File: config.mk
export PLATFORM = sky130hd
export DESIGN_NAME = ppms_isqrt
export DESIGN_NICKNAME = d
export VERILOG_FILES = /design/src/design/point_pair_match_score_top_defines.svh /design/src/design/ppms_pkg.sv /design/src/design/ppms_isqrt.sv
export SDC_FILE = /design/constraint.sdc
export NUM_CORES = 2
export LEC_CHECK = 0
export BUFFER_PORTS_ARGS = -buffer_cell sky130_fd_sc_hd__clkbuf_2
export CORE_ASPECT_RATIO = 0.6
export CORE_MARGIN = 3
export CORE_UTILIZATION = 65
export DETAILED_ROUTE_END_ITERATION = 10
export PLACE_DENSITY = 0.88
export SLEW_MARGIN = 20
export SYNTH_ARGS = -nofsm -noshare
export SYNTH_HDL_FRONTEND = slang
export SYNTH_SLANG_ARGS = --single-unit
File: constraint.sdc
create_clock -name clk -period 23 [get_ports clk]
set_input_delay 2.3 -clock clk [delete_from_list [all_inputs] [get_ports clk]]
set_output_delay 2.3 -clock clk [all_outputs]
set_load 0.005 [all_outputs]
File: src/design/point_pair_match_score_top_defines.svh
// Assertion macros shared by the point pair match score design.
`ifndef POINT_PAIR_MATCH_SCORE_TOP_DEFINES_SVH
`define POINT_PAIR_MATCH_SCORE_TOP_DEFINES_SVH
`ifndef ASSERT_OFF
// Check a property on every clock edge outside of reset.
`define PPMS_ASSERT_RST(label, clk, rst_n, prop) \
  label: assert property (@(posedge clk) disable iff (!rst_n) (prop)) \
    else $error("point pair match score check failed");
// Check a property on every clock edge, reset included.
`define PPMS_ASSERT(label, clk, prop) \
  label: assert property (@(posedge clk) (prop)) \
    else $error("point pair match score check failed");
`else
`define PPMS_ASSERT_RST(label, clk, rst_n, prop)
`define PPMS_ASSERT(label, clk, prop)
`endif
`endif

File: src/design/ppms_pkg.sv
// Shared widths, constants and tables of the point pair match score design.
package ppms_pkg;

  // Field widths.
  localparam int COORD_W    = 24;
  localparam int FRAC_W     = 8;
  localparam int HEAD_W     = 17;
  localparam int DIST_W     = 25;
  localparam int OPP_W      = 16;
  localparam int AZD_W      = 17;
  localparam int SCORE_W    = 25;
  localparam int WGT_W      = 16;
  localparam int THR_W      = 25;
  localparam int REL_W      = 3;
  localparam int METRICS    = 4;
  localparam int MAG_W      = COORD_W;

  // Configuration port.
  localparam int CFG_IDX_W  = 3;
  localparam int CFG_DATA_W = 64;
  localparam int REL_REG_W  = REL_W * METRICS;
  localparam int WGT_REG_W  = WGT_W * METRICS;

  localparam logic [CFG_IDX_W-1:0] REG_RELATION = 3'd0;
  localparam logic [CFG_IDX_W-1:0] REG_WEIGHTS  = 3'd1;
  localparam logic [CFG_IDX_W-1:0] REG_THR_MAX  = 3'd2;
  localparam logic [CFG_IDX_W-1:0] REG_THR_MIN  = 3'd3;
  localparam logic [CFG_IDX_W-1:0] REG_THR_AZ   = 3'd4;
  localparam logic [CFG_IDX_W-1:0] REG_THR_HEAD = 3'd5;

  // Relation codes.
  localparam logic [REL_W-1:0] REL_NONE    = 3'd0;
  localparam logic [REL_W-1:0] REL_GREATER = 3'd1;
  localparam logic [REL_W-1:0] REL_LESS    = 3'd2;
  localparam logic [REL_W-1:0] REL_EQUAL   = 3'd3;
  localparam logic [REL_W-1:0] REL_UNEQUAL = 3'd4;

  // Angles in degrees with FRAC_W fraction bits.
  localparam int DEG_HALF  = 180 << FRAC_W;
  localparam int DEG_RIGHT = 90 << FRAC_W;

  // Arctangent pipeline.
  localparam int CORDIC_STEPS = 31;
  localparam int ANG_FRAC     = 24;
  localparam int CORDIC_SHIFT = 59 - COORD_W;
  localparam int CV_W         = 62;
  localparam int Z_W          = 32;
  localparam int K_W          = 15;
  localparam int ATAN_W       = 30;

  // Arctangent of 2^-i in degrees with ANG_FRAC fraction bits.
  localparam logic [ATAN_W-1:0] ATAN_DEG_Q24 [CORDIC_STEPS] = '{
    30'd754974720, 30'd445687602, 30'd235489088, 30'd119537938, 30'd60000934,
    30'd30029717,  30'd15018523,  30'd7509720,   30'd3754917,   30'd1877466,
    30'd938734,    30'd469367,    30'd234684,    30'd117342,    30'd58671,
    30'd29335,     30'd14668,     30'd7334,      30'd3667,      30'd1833,
    30'd917,       30'd458,       30'd229,       30'd115,       30'd57,
    30'd29,        30'd14,        30'd7,         30'd4,         30'd2,
    30'd1
  };

endpackage

File: src/design/ppms_isqrt.sv
// Pipelined distance unit: squares, sum and a restoring square root, one bit per stage.
module ppms_isqrt (
  input  logic                          clk,
  input  logic                          en,
  input  logic [ppms_pkg::MAG_W-1:0]    a,
  input  logic [ppms_pkg::MAG_W-1:0]    b,
  output logic [ppms_pkg::DIST_W-1:0]   root
);
  import ppms_pkg::*;

  localparam int STEPS = DIST_W;
  localparam int RAD_W = 2 * STEPS;
  localparam int REM_W = STEPS + 1;
  localparam int WRK_W = STEPS + 3;

  logic [2*MAG_W-1:0] sqa_r;
  logic [2*MAG_W-1:0] sqb_r;
  logic [RAD_W-1:0]   rad_r  [STEPS];
  logic [REM_W-1:0]   rem_r  [STEPS-1];
  logic [STEPS-1:0]   root_r [STEPS];

  // Squares, then their sum.
  always_ff @(posedge clk) begin
    if (en) begin
      sqa_r    <= a * a;
      sqb_r    <= b * b;
      rad_r[0] <= RAD_W'(sqa_r) + RAD_W'(sqb_r);
    end
  end

  // One root bit per stage, most significant first.
  for (genvar j = 0; j < STEPS; j++) begin : g_step
    localparam int K = STEPS - 1 - j;
    logic [REM_W-1:0] rem_in;
    logic [STEPS-1:0] root_in;
    logic [WRK_W-1:0] rem_sh;
    logic [WRK_W-1:0] trial;
    logic             ge;
    logic [WRK_W-1:0] rem_nxt;
    logic [STEPS-1:0] root_nxt;

    if (j == 0) begin : g_first
      assign rem_in  = '0;
      assign root_in = '0;
    end else begin : g_rest
      assign rem_in  = rem_r[j-1];
      assign root_in = root_r[j-1];
    end

    always_comb begin
      rem_sh   = {rem_in, rad_r[j][2*K+1], rad_r[j][2*K]};
      trial    = WRK_W'({root_in, 2'b01});
      ge       = rem_sh >= trial;
      rem_nxt  = ge ? (rem_sh - trial) : rem_sh;
      root_nxt = {root_in[STEPS-2:0], ge};
    end

    always_ff @(posedge clk) begin
      if (en) begin
        root_r[j] <= root_nxt;
      end
    end

    if (j < STEPS - 1) begin : g_carry
      always_ff @(posedge clk) begin
        if (en) begin
          rem_r[j]   <= rem_nxt[REM_W-1:0];
          rad_r[j+1] <= rad_r[j];
        end
      end
    end
  end

  assign root = root_r[STEPS-1];

endmodule

======== Word-level counts from Yosys, hierarchy flattened ========
Memory sizes are Yosys's and may differ from the RTL's.
Cells that the tools add are included.
word-level totals
  bits in registers ....................... 96
  bits in writable memories ............... 2499
  input port bits ......................... 50
  output and inout bits ................... 25
  logic and storage cells ................. 83
  memories ................................ 3
operators by class
  $add $sub $neg .......................... 25
  $mul .................................... 2
  magnitude comparators ................... 25
  mux-type cells .......................... 26
memory list
  memory  depth  bits a word  rd ports  clocked after Yosys merged registers in  write ports  line              source
  rad_r   25     50           25        0                                        25           ppms_isqrt.sv:18  logic [RAD_W-1:0] rad_r [STEPS];
  root_r  25     25           25        0                                        25           ppms_isqrt.sv:20  logic [STEPS-1:0] root_r [STEPS];
  rem_r   24     26           24        0                                        24           ppms_isqrt.sv:19  logic [REM_W-1:0] rem_r [STEPS-1];
operators with widths
  cell                                                                   count
  28-bit by 27-bit >= comparator with 1-bit output                       24
  26-bit 2-to-1 mux                                                      24
  26-bit subtractor                                                      23
  24-bit by 24-bit multiplier with 48-bit output                         2
  48-bit by 48-bit adder with 49-bit output                              1
  2-bit by 1-bit subtractor with 3-bit output, second input constant     1
  2-bit by 1-bit >= comparator with 1-bit output, second input constant  1
  1-bit 2-to-1 mux                                                       2

======== Logic depth before layout (Yosys ltp) ========
An unclocked memory read counts as a cell.
  depth in word-level cells ............... 3
  depth in mapped cells ................... 29
  mapped depth without buffers ............ 27

======== Least setup slack after synthesis ========
Ideal clock, no wire load.
  path type ............................... input to register
  start ................................... in a[9] in the netlist's numbering
  end ..................................... reg sqa_r[46], data pin
  data arrival time ....................... 9.152 ns
  required time ........................... 22.734 ns
  setup slack ............................. 13.582 ns
  stages on the path ...................... 28
  path through ............................ clkbuf_1 -> nand2_1 -> fa_1 -> inv_1 -> fa_1 -> inv_1 -> fa_1 -> inv_1 -> fa_1 -> inv_1 -> fa_1 -> inv_1 -> fa_1 -> inv_1 -> fa_1 -> inv_1 -> ha_1 -> clkbuf_1 -> nand2_1 -> o22ai_1 -> a31oi_1 -> o221ai_1 -> a31oi_1 -> nor2_1 -> or4b_2 -> a311oi_1 -> o221ai_1 -> xor2_1
between the ends
  longest elaborated chain between the ends .. 1
RTL lines
  element                                         line              source
  start, declared                                 ppms_isqrt.sv:5   input logic [ppms_pkg::MAG_W-1:0] a,
  24-bit by 24-bit multiplier with 48-bit output  ppms_isqrt.sv:25  sqa_r <= a * a;
  end signal, assigned                            ppms_isqrt.sv:25
  end, declared                                   ppms_isqrt.sv:16  logic [2*MAG_W-1:0] sqa_r;
No other way between the ends.
A chain may end at the register's enable or synchronous reset.

======== Worst setup path in the final report ========
  start ................................... in a[8] in the netlist's numbering
  end ..................................... reg sqa_r[46], data pin
Same word-level chain as after synthesis.

==> impl_summary.txt <==
----------------------------------------------------
[CTS]
  Clock root cell ... clkbuf_16
  Clock-pin transition on the worst setup and hold timing paths ... ~0.07 ns
  H-tree levels ... 4
  Worst-skew pair later-pin latency ... between 0.8 and 0.9 ns
  CTS tree ... yes
  Setup fix buffers added after clock tree synthesis ... 0
  TritonCTS sink count ... 1650
  Number of gates given a new drive strength after cts ... 0
  Number of buffers added to fix hold violations after cts ... 0
  Buffer levels on the longest clock path ... 4
  CTS Buf Count ... 148

[Timing]
  Crit share post-route ... about 44%
  Max-Slew Margin vs Limit ... about a quarter
  Final sum of negative setup slack ... 0 ns
  Total count of max-transition violations in the final report ... 0
  RSZ-0062 raised after global routing ... no
  Minimum setup slack in the final design ... between 10 and 15 ns
  Timing-limited maximum frequency ... just under 100 MHz
  Final setup violation count ... 0
  Tightest Pin Transition ... about 1.1 ns
  Worst clock skew ... between 0.1 and 0.15 ns
  Fin crit period ... between 10 and 15 ns
  Final hold violations ... 0

[Yosys]
  Number of library cell types mapped by synthesis ... 76
  Average footprint of a synthesized cell ... approximately 12 um2
  Flip-flop and latch count after synthesis ... roughly 1.7k
  Post-Synthesis Net Count ... approximately 11k
  Number of enable-type register cells in the synthesized netlist ... 1650
  Fraction of registers with async set/reset ... 0%
  Leading register cell type out of synthesis ... edfxtp_1
  Portion of the post-synthesis area used by sequential elements ... 46.25%
  Synthesized instance count ... 9095
  Synthesis warning total ... 0
  Post-Synthesis Cell Area ... ~110000 um2

[Routing]
  Post-detailed-routing wire length ... around 250 mm
  DR vias ... between 60k and 70k
  Drt via density ... roughly 6.1
  Residual DRC ... 0
  Number of iterations in the first detailed-routing pass ... 6
  Starting DRT DRC Count ... 8392
  Antenna violation net count after detailed routing ... 0
  Avg WL per Cell ... around 22 um

[Finish]
  Layout Cell Area excl Fill ... about 110000 um2
  Most common cell after layout, fill and taps aside ... edfxtp_1
  Count of nets after finishing ... ~11k
  Fraction of layout cells with a size suffix above 1 ... between 4 and 5%
  Leading cell types in the layout, fill and taps excluded ... edfxtp_1 (1650), inv_1 (1572), fa_1 (857)
  Layout overhead on the synthesized area ... 6.816%

[Floorplan]
  Die area ... 169900 um2
  I/O pins ... 75
  Initial core utilization ... 66.00%
  Die span in x ... around 530 um
  Core Area ... ~160000 um2
  Die extent in y ... roughly 320 um
  Num rows ... roughly 110

[Job]
  Max-cap viol count ... 0

[Critical path]
  CP required ... roughly 24 ns
  Crit path arrival time ... 10.73 ns
  Critical path type ... in -> reg
  Crit path from ... a[8]
  Startpoint of the lowest-slack register-to-register path ... rad_r[1][256]
  Largest fanout on the critical path ... 21
  Launching element type of the critical path ... input pin
  Sort of element at the end of the critical path ... register

[Place]
  Instance area after placement ... 109800 um2
  HPWL Detailed ... 180.9 mm
  Port Buffers ... 74
  Weighted congestion at the end of routability-driven global placement ... 0.9771
  Minimum setup slack after placement ... 12.30 ns

[Global routing]
  Total congestion overflow after global routing ... 0
  Initial antenna violation count ... 6
  GRT Util Overall ... 29.00%
  Vias in the first global route ... ~70k
  Maximum number of pins on one net before global-route repair ... between 150 and 200
  Wire length of the first global-routing pass ... ~390 mm

[Status]
  Outcome ... complete, no violations

[Min path]
  Worst hold-check path type ... reg -> reg
  Startpoint of the most critical hold path ... rad_r[0][760]

----------------------------------------------------
critical path, stage by stage:
cell and delay (ns):
clkbuf_2 0.49, inv_1 0.33, fa_1 0.60, inv_1 0.05, fa_1 0.49, inv_1 0.05
fa_1 0.54, inv_1 0.06, fa_1 0.50, inv_1 0.05, fa_1 0.48, inv_1 0.05
fa_1 0.52, inv_1 0.05, fa_1 0.53, inv_1 0.04, ha_1 0.39, nand2_1 0.15
o22ai_1 0.10, a31oi_1 0.21, o221ai_1 0.32, a31oi_1 0.39, nor2_1 0.12, or4b_2 0.75
a311oi_1 0.68, o221ai_1 0.25, xor2_1 0.19
logic make-up after synthesis:
| logic type | Yosys count | synth area share (%) |
|---|---|---|
| AO/OA/AOI/OAI | 1345 | 7.888 |
| XOR/XNOR | 608 | 4.970 |
| adder cells (fa/ha/maj) | 1600 | 24.69 |
| buffers and inverters | 1779 | 6.240 |
| flip-flops | 1650 | 46.25 |
| multiplexers | 48 | 0.4928 |
| other | 1 | 0.003500 |
| AND/OR/NAND/NOR | 2064 | 9.468 |
state kept, by name, summed over array words and instances (netlist names):
signal / count
root_r: 310
sqa_r: 47
rem_r: 582
rad_r: 664
sqb_r: 47
final cells by class:
type / count / area (um2)
Timing Repair Buffer: 112 / 711.9
Inverter: 1572 / 5901
Clock buffer: 175 / 3933
Antenna cell: 2 / 5.005
Multi-Input combinational cell: 5666 / 50960
Sequential cell: 1650 / 49550
Fill cell: 10450 / 47880
Clock inverter: 77 / 693.2
Tap cell: 2146 / 2685
layer usage:
| metal | vias up | part of all wire, % | global-route usage, % |
|---|---|---|---|
| li1 | 30890 | - | - |
| met1 | 34050 | 42 | 43.46 |
| met2 | 3890 | 43 | 42.63 |
| met3 | 442 | 12 | 7.955 |
| met4 | 10 | 2.4 | 6.615 |
| met5 | - | 0.027 | 0 |
metrics by stage:
step,std cells,hold WS (ns),util [%]
finish,11400,0.3746,70.50
detailed placement,11140,0.4045,67.62
global placement,11140,0.4004,67.61
floorplan,9095,0.4003,-
CTS,11400,0.3499,70.47
global route,11400,0.3682,70.50
worst paths after layout:
path | to | cells after the start | slack, ns
worst max-delay path | sqa_r[46] | 27 | 12.79
worst min-delay path | rad_r[1][10] | 0 | 0.37
worst max register to register | rem_r[2][134] | 12 | 18.02
worst min register to register | rad_r[1][10] | 0 | 0.37
cell usage after synthesis, drive strengths merged, types with 110 or more instances:
cell,number,area share (%)
nand3,110,0.51
inv,1572,5.5
nor2,386,1.4
fa,857,16
ha,743,8.7
a21o,188,1.3
xnor2,331,2.7
clkbuf,193,0.68
nand2,677,2.4
edfxtp,1650,46
and2,267,1.6
a21oi,402,1.9
xor2,277,2.3
o21ai,320,1.5
nor3,129,0.60
Power is left out: the tool's default activity adds up to more than one toggle a clock period on the data nets, which glitch-free logic cannot reach.
